## src/sv/mm3_pkg.sv

```systemverilog
package mm3_pkg;

    // Hash word width
    localparam int HASH_W = 32;

    // Mixing constants of the x86_32 variant
    localparam logic [HASH_W-1:0] MIX_C1     = 32'hcc9e2d51;
    localparam logic [HASH_W-1:0] MIX_C2     = 32'h1b873593;
    localparam logic [HASH_W-1:0] SEED_RESET = 32'h5a5a5a5a;
    localparam logic [HASH_W-1:0] ROUND_ADD  = 32'he6546b64;
    localparam logic [HASH_W-1:0] FIN_C1     = 32'h85ebca6b;
    localparam logic [HASH_W-1:0] FIN_C2     = 32'hc2b2ae35;

    // Datapath operations issued by the controller
    typedef enum logic [3:0] {
        OP_NONE,
        OP_TAKE,
        OP_MUL1,
        OP_TAIL1,
        OP_MUL2,
        OP_ROUND,
        OP_TAILXOR,
        OP_PLAINXOR,
        OP_FIN1,
        OP_FIN2,
        OP_EMIT
    } t_dp_op;

    typedef struct packed {
        t_dp_op op;
    } t_dp_cmd;

    typedef struct packed {
        logic block_full;   // three bytes held in an open key
        logic tail_nonzero; // tail bytes wait to be mixed
        logic out_free;     // output register can take a result
    } t_dp_status;

endpackage

```

## src/sv/murmur3_32bit_stream_hash.sv

```systemverilog
// MurmurHash3 (x86_32) of a byte stream. Each input beat carries one key byte
// in tdata, tuser marks whether the byte belongs to the key, and tlast ends the
// key; a beat with tuser low and tlast high hashes the empty key, and one with
// both low is ignored. One 32-bit hash beat is produced per key. The seed
// register is sampled when the first beat of a key is accepted, so a seed
// write affects the next key. A byte that does not complete a 4-byte block
// leaves the input ready for another byte; after the byte completing a block
// the input is held off while the block goes twice through the single shared
// 32x32 multiplier (S_MIX1, S_MIX2) before the round update (S_ROUND). A beat
// with tlast adds finalization: 1 to 3 pending tail bytes are mixed through
// the same multiplier twice, then come the two avalanche multiplies on it, and
// the hash waits in S_EMIT while the previous hash still holds the output
// register. A new key may start while the previous hash still waits on the
// output; the key length wraps modulo 2^LENGTH_BITS.
module murmur3_32bit_stream_hash #(
    parameter int LENGTH_BITS = 32
) (
    input  logic        i_clk,
    input  logic        i_rst_n,
    // Input stream
    input  logic        s_axis_tvalid,
    output logic        s_axis_tready,
    input  logic [7:0]  s_axis_tdata,   // [7:0] key_byte
    input  logic        s_axis_tuser,   // [0] has_byte
    input  logic        s_axis_tlast,   // key_end
    // Output stream
    output logic        m_axis_tvalid,
    input  logic        m_axis_tready,
    output logic [31:0] m_axis_tdata,   // [31:0] hash_value
    // Seed register write
    input  logic        i_cfg_we,
    input  logic [31:0] i_cfg_wdata
);
    import mm3_pkg::*;

    t_dp_cmd    cmd;
    t_dp_status status;

    mm3_ctrl u_ctrl (
        .i_clk      (i_clk),
        .i_rst_n    (i_rst_n),
        .i_in_valid (s_axis_tvalid),
        .o_in_ready (s_axis_tready),
        .i_has_byte (s_axis_tuser),
        .i_key_end  (s_axis_tlast),
        .i_status   (status),
        .o_cmd      (cmd)
    );

    mm3_datapath #(
        .LENGTH_BITS (LENGTH_BITS)
    ) u_datapath (
        .i_clk       (i_clk),
        .i_rst_n     (i_rst_n),
        .i_cmd       (cmd),
        .o_status    (status),
        .i_key_byte  (s_axis_tdata),
        .i_has_byte  (s_axis_tuser),
        .i_key_end   (s_axis_tlast),
        .i_cfg_we    (i_cfg_we),
        .i_cfg_wdata (i_cfg_wdata),
        .o_out_valid (m_axis_tvalid),
        .i_out_ready (m_axis_tready),
        .o_out_data  (m_axis_tdata)
    );

    // A result is only loaded when the output register is free.
    a_emit_free: assert property (@(posedge i_clk) disable iff (!i_rst_n)
        (cmd.op == OP_EMIT) |-> (!m_axis_tvalid || m_axis_tready))
        else $error("hash loaded into an occupied output register");

    // The byte completing a block keeps the block busy for the mix.
    a_block_busy: assert property (@(posedge i_clk) disable iff (!i_rst_n)
        (s_axis_tvalid && s_axis_tready && s_axis_tuser && status.block_full)
        |=> (!s_axis_tready && cmd.op == OP_MUL1))
        else $error("full block not mixed after its last byte");

    // A key end is always followed by finalization.
    a_end_busy: assert property (@(posedge i_clk) disable iff (!i_rst_n)
        (s_axis_tvalid && s_axis_tready && s_axis_tlast) |=> !s_axis_tready)
        else $error("key end accepted without finalization");

endmodule

```

## src/sv/mm3_datapath.sv

```systemverilog
module mm3_datapath #(
    parameter int LENGTH_BITS = 32
) (
    input  logic                     i_clk,
    input  logic                     i_rst_n,
    input  mm3_pkg::t_dp_cmd         i_cmd,
    output mm3_pkg::t_dp_status      o_status,
    input  logic [7:0]               i_key_byte,
    input  logic                     i_has_byte,
    input  logic                     i_key_end,
    input  logic                     i_cfg_we,
    input  logic [31:0]              i_cfg_wdata,
    output logic                     o_out_valid,
    input  logic                     i_out_ready,
    output logic [31:0]              o_out_data
);
    import mm3_pkg::*;

    logic [HASH_W-1:0]      r_seed;
    logic [HASH_W-1:0]      r_hash, n_hash;
    logic [23:0]            r_part, n_part;
    logic [1:0]             r_phase, n_phase;
    logic [LENGTH_BITS-1:0] r_len, n_len;
    logic                   r_open, n_open;
    logic [HASH_W-1:0]      r_acc, n_acc;
    logic [HASH_W-1:0]      r_out, n_out;
    logic                   r_out_valid;

    logic [HASH_W-1:0]      eff_hash;
    logic [23:0]            eff_part;
    logic [1:0]             eff_phase;
    logic [LENGTH_BITS-1:0] eff_len;
    logic [HASH_W-1:0]      mul_a, mul_b, mul_p;
    logic [HASH_W-1:0]      acc_rot15, round_x, round_rot13;
    logic [HASH_W-1:0]      len_ext;

    // A closed key starts from the seed and empty block state.
    assign eff_hash  = r_open ? r_hash  : r_seed;
    assign eff_part  = r_open ? r_part  : 24'd0;
    assign eff_phase = r_open ? r_phase : 2'd0;
    assign eff_len   = r_open ? r_len   : '0;

    assign acc_rot15   = {r_acc[16:0], r_acc[31:17]};
    assign round_x     = r_hash ^ r_acc;
    assign round_rot13 = {round_x[18:0], round_x[31:19]};
    assign len_ext     = HASH_W'(r_len);

    // Shared multiplier: operand selection by operation, low word kept.
    always_comb begin
        mul_a = r_acc;
        mul_b = MIX_C1;
        case (i_cmd.op)
            OP_TAIL1: begin
                mul_a = HASH_W'(r_part);
            end
            OP_MUL2: begin
                mul_a = acc_rot15;
                mul_b = MIX_C2;
            end
            OP_FIN1: begin
                mul_a = r_acc ^ (r_acc >> 16);
                mul_b = FIN_C1;
            end
            OP_FIN2: begin
                mul_a = r_acc ^ (r_acc >> 13);
                mul_b = FIN_C2;
            end
            default: begin
            end
        endcase
        mul_p = mul_a * mul_b;
    end

    // Next-state logic of the hash state.
    always_comb begin
        n_hash  = r_hash;
        n_part  = r_part;
        n_phase = r_phase;
        n_len   = r_len;
        n_open  = r_open;
        n_acc   = r_acc;
        n_out   = r_out;
        unique case (i_cmd.op)
            OP_TAKE: begin
                if (i_has_byte || i_key_end) begin
                    n_hash  = eff_hash;
                    n_part  = eff_part;
                    n_phase = eff_phase;
                    n_len   = eff_len;
                    n_open  = 1'b1;
                end
                if (i_has_byte) begin
                    n_len = eff_len + LENGTH_BITS'(1);
                    if (eff_phase == 2'd3) begin
                        n_acc = {i_key_byte, eff_part};
                    end else begin
                        case (eff_phase)
                            2'd0:    n_part[7:0]   = i_key_byte;
                            2'd1:    n_part[15:8]  = i_key_byte;
                            default: n_part[23:16] = i_key_byte;
                        endcase
                        n_phase = eff_phase + 2'd1;
                    end
                end
            end
            OP_MUL1, OP_TAIL1, OP_MUL2, OP_FIN1, OP_FIN2: begin
                n_acc = mul_p;
            end
            OP_ROUND: begin
                n_hash  = (round_rot13 << 2) + round_rot13 + ROUND_ADD;
                n_part  = 24'd0;
                n_phase = 2'd0;
            end
            OP_TAILXOR: begin
                n_acc = r_hash ^ r_acc ^ len_ext;
            end
            OP_PLAINXOR: begin
                n_acc = r_hash ^ len_ext;
            end
            OP_EMIT: begin
                n_out  = r_acc ^ (r_acc >> 16);
                n_open = 1'b0;
            end
            default: begin
            end
        endcase
    end

    // State registers, seed register and output register.
    always_ff @(posedge i_clk) begin
        if (!i_rst_n) begin
            r_seed      <= SEED_RESET;
            r_part      <= 24'd0;
            r_phase     <= 2'd0;
            r_len       <= '0;
            r_open      <= 1'b0;
            r_out_valid <= 1'b0;
        end else begin
            if (i_cfg_we) begin
                r_seed <= i_cfg_wdata;
            end
            r_part  <= n_part;
            r_phase <= n_phase;
            r_len   <= n_len;
            r_open  <= n_open;
            if (i_cmd.op == OP_EMIT) begin
                r_out_valid <= 1'b1;
            end else if (i_out_ready) begin
                r_out_valid <= 1'b0;
            end
        end
        r_hash <= n_hash;
        r_acc  <= n_acc;
        r_out  <= n_out;
    end

    assign o_status.block_full   = r_open && (r_phase == 2'd3);
    assign o_status.tail_nonzero = (r_phase != 2'd0);
    assign o_status.out_free     = !r_out_valid || i_out_ready;
    assign o_out_valid           = r_out_valid;
    assign o_out_data            = r_out;

endmodule

```

## src/sv/mm3_ctrl.sv

```systemverilog
module mm3_ctrl (
    input  logic                i_clk,
    input  logic                i_rst_n,
    input  logic                i_in_valid,
    output logic                o_in_ready,
    input  logic                i_has_byte,
    input  logic                i_key_end,
    input  mm3_pkg::t_dp_status i_status,
    output mm3_pkg::t_dp_cmd    o_cmd
);
    import mm3_pkg::*;

    typedef enum logic [3:0] {
        S_IDLE,
        S_MIX1,
        S_MIX2,
        S_ROUND,
        S_FIN_SEL,
        S_TAIL2,
        S_TAIL3,
        S_FIN1,
        S_FIN2,
        S_EMIT
    } t_state;

    t_state r_state, n_state;
    logic   r_last, n_last;

    // Next state and datapath command.
    always_comb begin
        n_state    = r_state;
        n_last     = r_last;
        o_cmd.op   = OP_NONE;
        o_in_ready = 1'b0;
        unique case (r_state)
            S_IDLE: begin
                o_in_ready = 1'b1;
                if (i_in_valid) begin
                    o_cmd.op = OP_TAKE;
                    n_last   = i_key_end;
                    if (i_has_byte && i_status.block_full) begin
                        n_state = S_MIX1;
                    end else if (i_key_end) begin
                        n_state = S_FIN_SEL;
                    end
                end
            end
            S_MIX1: begin
                o_cmd.op = OP_MUL1;
                n_state  = S_MIX2;
            end
            S_MIX2: begin
                o_cmd.op = OP_MUL2;
                n_state  = S_ROUND;
            end
            S_ROUND: begin
                o_cmd.op = OP_ROUND;
                n_state  = r_last ? S_FIN_SEL : S_IDLE;
            end
            S_FIN_SEL: begin
                if (i_status.tail_nonzero) begin
                    o_cmd.op = OP_TAIL1;
                    n_state  = S_TAIL2;
                end else begin
                    o_cmd.op = OP_PLAINXOR;
                    n_state  = S_FIN1;
                end
            end
            S_TAIL2: begin
                o_cmd.op = OP_MUL2;
                n_state  = S_TAIL3;
            end
            S_TAIL3: begin
                o_cmd.op = OP_TAILXOR;
                n_state  = S_FIN1;
            end
            S_FIN1: begin
                o_cmd.op = OP_FIN1;
                n_state  = S_FIN2;
            end
            S_FIN2: begin
                o_cmd.op = OP_FIN2;
                n_state  = S_EMIT;
            end
            S_EMIT: begin
                if (i_status.out_free) begin
                    o_cmd.op = OP_EMIT;
                    n_state  = S_IDLE;
                end
            end
            default: begin
                n_state = S_IDLE;
            end
        endcase
    end

    // State register.
    always_ff @(posedge i_clk) begin
        if (!i_rst_n) begin
            r_state <= S_IDLE;
            r_last  <= 1'b0;
        end else begin
            r_state <= n_state;
            r_last  <= n_last;
        end
    end

endmodule
```

## config.mk

```make
export PLATFORM = sky130hd
export DESIGN_NAME = murmur3_32bit_stream_hash
export DESIGN_NICKNAME = d
export VERILOG_FILES = /design/src/sv/mm3_pkg.sv /design/src/sv/murmur3_32bit_stream_hash.sv /design/src/sv/mm3_datapath.sv /design/src/sv/mm3_ctrl.sv
export SDC_FILE = /design/constraint.sdc
export NUM_CORES = 2
export LEC_CHECK = 0
export BUFFER_PORTS_ARGS = -buffer_cell sky130_fd_sc_hd__clkbuf_2
export CORE_ASPECT_RATIO = 0.7
export CORE_MARGIN = 2
export CORE_UTILIZATION = 45
export DETAILED_ROUTE_END_ITERATION = 10
export GPL_TIMING_DRIVEN = 0
export HOLD_SLACK_MARGIN = 0.06
export PLACE_DENSITY = 0.65
export SKIP_LAST_GASP = 1
export SLEW_MARGIN = 20
export SYNTH_ARGS = -nofsm -noshare
export SYNTH_HDL_FRONTEND = slang
export SYNTH_SLANG_ARGS = --single-unit
```

## constraint.sdc

```tcl
create_clock -name i_clk -period 19.1 [get_ports i_clk]
set_clock_uncertainty 0.2 [all_clocks]
set_input_delay 3.82 -clock i_clk [delete_from_list [all_inputs] [get_ports i_clk]]
set_output_delay 3.82 -clock i_clk [all_outputs]
set_load 0.05 [all_outputs]
```

[Word-level counts from Yosys, hierarchy flattened]
Index checks and enable logic that the tools add are counted.
Word-level totals
  register bits after elaboration: 193
  output and inout port bits: 34
  word-level logic and storage cells: 112
Operators by class
  add/sub/neg operators: 4
  $mul: 1
  equality and inequality tests: 29
  multiplexer cells: 40
  bitwise logic cells: 5
  reduce and logical (&&, ||, !) cells: 22
Operator list (number)
  $pmux W32 S4: 2
  $mux W32: 7
  $mux W24: 4
  $pmux W32 S3: 1
  $xor A32 B32 Y32: 3
  $pmux W32 S2: 1
  $pmux W24 S2: 1
  $pmux W4 S10: 1
  $pmux W4 S9: 1
  $add A32 B1 Y32 const B: 1
  $add A32 B32 Y32: 1
  $add A32 B32 Y32 const B: 1
  $eq A4 B3 Y1 const B: 8
  $mul A32 B32 Y32: 1
  $xor A32 B16 Y32: 1
  $xor A32 B19 Y32: 1
  $mux W8: 3
  $eq A4 B4 Y1 const B: 5
  $mux W4: 5
  $eq A4 B2 Y1 const B: 4
  $mux W2: 5
  $reduce_bool A2 Y1: 5
  $reduce_and A3 Y1: 3
  $eq A4 B1 Y1 const B: 2
  19 further kinds: 34

[Depth between registers and ports, before layout]
  depth in word-level cells: 8
  gate-level depth with buffers: 39
  depth with buffers taken out: 35

[By module]
A second synthesis with hierarchy kept.
Unflattened totals
  cells, all modules: 2881
  area, all modules: 26466.6 um^2
Modules (own cells, without submodules)
  mm3_datapath: times used 1, cells an instance 2832, area an instance 26073.8 um^2, seq. area each 4724.5 um^2
  mm3_ctrl: times used 1, cells an instance 49, area an instance 392.9 um^2, seq. area each 100.1 um^2

[Worst setup path after synthesis]
No wires, ideal clock.
  path kind: reg-to-reg
  start point: register u_ctrl.r_state[0]
  end point: register u_datapath.r_acc[31] (data pin)
  setup time: 0.271 ns
  data arrival time: 8.401 ns
  data required time: 18.629 ns
  slack: 10.228 ns
  stages on the path, launching flop included: 36
  path buffers: 4
  cells stage by stage: dfxtp_1 buf_6 or4b_4 nor2_1 buf_4 buf_4 clkbuf_1 a21oi_1 nand3_1 o21a_1 nand2_1 fa_1 inv_1 fa_1 fa_1 inv_1 fa_1 inv_1 fa_1 inv_1 fa_1 inv_1 fa_1 fa_1 ha_1 a21o_1 a21o_1 a21oi_1 nand2_1 o22ai_1 o21bai_1 o21ai_0 a41o_1 o41ai_1 xor2_1 o221ai_2
On the way
  word-level cells in the longest chain between the ends: 7
  elaborated cells on any way between the ends: 25
  classes of those cells: mul (1); eq/ne (17); mux (4); reduce/logical (3)
Ends and longest elaborated chain
  start, declared: line mm3_ctrl.sv:26  | t_state r_state, n_state;
  start signal, assigned: line mm3_ctrl.sv:103  | r_state <= n_state;
  $eq A4 B2 Y1 or $eq A4 B3 Y1 (tied branches): line mm3_ctrl.sv:35  | unique case (r_state)
  $reduce_or A2 Y1 (no source line)
  $pmux W4 S9 (*): line mm3_ctrl.sv:35
  $eq A4 B4 Y1, or another cell as far along: line mm3_datapath.sv:52, mm3_datapath.sv:83
  $pmux W32 S4 or $pmux W32 S3 (tied branches): line mm3_datapath.sv:52  | case (i_cmd.op)
  $mul A32 B32 Y32: line mm3_datapath.sv:71  | mul_p = mul_a * mul_b;
  $pmux W32 S4 (*): line mm3_datapath.sv:83  | unique case (i_cmd.op)
  via u_datapath.n_acc[31]: line mm3_datapath.sv:25  | logic [HASH_W-1:0] r_acc, n_acc;
  end signal, assigned: line mm3_datapath.sv:153  | r_acc <= n_acc;
  end, declared: line mm3_datapath.sv:25
Mark *: on every way through the listed nets, which the timed path passes. The rest lies on a longest branch.
A chain may end at the register's enable or synchronous reset.

[Worst setup path in the final report]
  start point: register u_ctrl.r_state[1]
  end point: register u_datapath.r_acc[31] (data pin)
The elaborated chain is that of the path after synthesis.

==> results.toml <==
[layout]
layout.nets = 3573
syn2layout_area_growth_pct = 7.86
final_cell_mix = "581 x inv_1, 392 x fa_1, 305 x nand2_1"
final_layout_size_suffix_gt1_frac = 0.0597
fin_util = 0.488
mostFrequentLayoutCell = "inv_1"
fin_area_um2 = 28300

[clocking]
clock_latency_ns = 0.48
cts.repair.resized = 0
cts_tree = "yes"
clkTransAtPathRegs_ns = 0.08
cts_root_buf = "clkbuf_16"
numCtsBuffers = 17
cts_buffer_depth = 2
h-tree-depth = 4
cts_hold_buffers = 0
post-cts-setup-buffers = 0
cts.sinks = 193

[sta]
hold_viol_final = 0
worst_pin_slew_ns = 1.31
post-route-min-period_ns = 12.87
fin_setup_tns_ns = 0
slew_headroom = 0.130
rsz0062_at_grt = "no"
fmax_mhz = 77.7
setup_viol = 0
fin_ws_ns = 6.23
finalCritPeriodShare = 0.674
finalMaxSlewViolations = 0

[synth]
avgSynthCellArea_um2 = 9.26
synth-edff-count = 96
ys_async_sr_fraction = 0
seq_area_frac_synth = 0.184
synth.distinct_cells = 86
syn_area_um2 = 26300
yosysWarnings = 0
syn_inst = 2837
synthFlopType = "dfxtp_1"
syn_nets = 3474
ys_seq_elements = 193

[grt]
grt_pass1_vias = 21400
antenna_found_initial = 5
grt.total_usage = 0.348
grt_max_degree = 33
gr-total-overflow = 0
grt_pass1_wl_um = 148000

[placement]
place.gp.congestion = 1.10
pre_cts_ws_ns = 7.01
dpl.hpwl_um = 88600
io_buffers = 78
placed_cell_area_um2 = 27700

[routing]
ant_nets = 0
wl_per_cell_um = 27.7
first_pass_iters = 6
wl_met2_um = 38000
drt-total-wl_um = 103000
num_vias = 21600
via_per_inst = 5.81
drt-met1-wl_um = 44400
drcViolationCount = 0
route.top_layer_used = "met5"
drtIter0Drc = 3050
wl_met3_um = 18300

[worst_setup_path]
start_kind = "register"
cpMostUsedCell = "fa_1"
cp.required_ns = 19.09
worstSetupPathType = "reg -> reg"
critPathSlowestCell = "o41ai_1"
worstSetupEndpointType = "register"
slowest_delay_ns = 0.86
worst-path-max-fanout = 10
critPathArrivalTime_ns = 12.87

[status]
outcome = "complete, no violations"

[floorplanning]
fp.dieArea_um2 = 60400
row_count = 74
dieWidth_um = 293
die_h_um = 206
core_area_um2 = 58100
pin_count = 81
start_util = 0.453

[flow_run]
cap_violations = 0

[min_path]
hp-class = "reg -> reg"
-- metrics by stage --
| step | cells | hold slack (ns) |
|---|---|---|
| 2_1_floorplan | 2837 | 0.221 |
| 3_3_place_gp | 3675 | 0.238 |
| 3_5_place_dp | 3677 | 0.234 |
| 4_1_cts | 3709 | 0.251 |
| 5_1_grt | 3710 | 0.264 |
| 6_report | 3714 | 0.259 |
-- per-layer routing --
layer,global-route usage,vias to the layer above
met2,0.448,1497
met4,0.0634,3
li1,-,9099
met5,0,-
met1,0.509,10800
met3,0.185,148
-- worst max-delay path, delay by kind of cell (launching register included) --
family | cells | cell delay [ns]
flip-flops | 1 | 0.51
buffers and inverters | 10 | 3.22
adder cells (fa/ha/maj) | 8 | 3.47
XOR/XNOR | 1 | 0.39
AND/OR/NAND/NOR | 3 | 1.04
AO/OA/AOI/OAI | 11 | 3.72
-- synth_stat cells, types with 5 or more instances --
library cell | n | area [µm²]
buf_2 | 5 | 25.0
nor3_1 | 12 | 60.1
o21bai_1 | 11 | 82.6
a21oi_1 | 93 | 465
o21ai_0 | 68 | 340
nor2b_1 | 53 | 332
o21a_1 | 18 | 135
o221ai_1 | 26 | 228
xor2_1 | 90 | 788
or3_1 | 5 | 31.3
inv_1 | 581 | 2180
and3_1 | 20 | 125
a22oi_1 | 37 | 278
mux2i_1 | 36 | 360
a221o_1 | 7 | 70.1
nand2_1 | 307 | 1150
edfxtp_1 | 96 | 2880
xnor2_1 | 162 | 1420
nand3_1 | 35 | 175
a21o_1 | 27 | 203
nor3b_1 | 7 | 52.6
fa_1 | 392 | 7850
nand4_1 | 9 | 56.3
or2_2 | 9 | 56.3
ha_1 | 198 | 2480
nor2_1 | 152 | 571
nor4_1 | 5 | 31.3
a211oi_1 | 7 | 52.6
clkbuf_1 | 95 | 357
buf_1 | 9 | 33.8
dfxtp_1 | 97 | 1940
and2_1 | 47 | 294
o22ai_1 | 6 | 37.5
nand2b_1 | 14 | 87.6
-- cell families after synthesis --
family	Yosys count	synth area share
buffers and inverters	700	0.102
multiplexers	40	0.0154
XOR/XNOR	258	0.0887
AO/OA/AOI/OAI	357	0.0937
AND/OR/NAND/NOR	699	0.124
adder cells (fa/ha/maj)	590	0.393
flip-flops	193	0.184
-- final timing paths --
path / start / end / slack, ns / cells past startpoint
max: u_ctrl.r_state[1]$_SDFFE_PN0P_ / u_datapath.r_acc[31]$_DFFE_PP_ / 6.23 / 33
min: u_datapath.r_acc[22]$_DFFE_PP_ / u_datapath.o_out_data[22]$_DFFE_PP_ / 0.26 / 0
max reg2reg: u_ctrl.r_state[1]$_SDFFE_PN0P_ / u_datapath.r_acc[31]$_DFFE_PP_ / 6.23 / 33
min reg2reg: u_datapath.r_acc[22]$_DFFE_PP_ / u_datapath.o_out_data[22]$_DFFE_PP_ / 0.26 / 0
-- sequential cells by signal (all words and copies together), names as in the netlist --
name / flops
u_datapath.len_ext: 32
u_datapath.r_acc: 32
u_datapath.o_out_valid: 1
u_ctrl.r_last: 1
u_datapath.r_hash: 32
u_datapath.r_phase: 2
u_datapath.o_out_data: 32
u_datapath.r_part: 24
u_datapath.r_seed: 32
u_ctrl.r_state: 4
u_datapath.r_open: 1
-- area by class of cell --
type                    instances  area [µm²]
fillers                      5440       29700
multi-input cells            1944       18800
flip-flops and latches        193        4820
inverters                     584        2190
well taps                     760         951
plain buffers                 116         483
repair buffers                 80         445
clock buffers                  17         425
clock inverters                15         199
diodes                          5        12.5
Power is left out: the tool's default activity adds up to more than one toggle a clock period on the data nets, which glitch-free logic cannot reach.
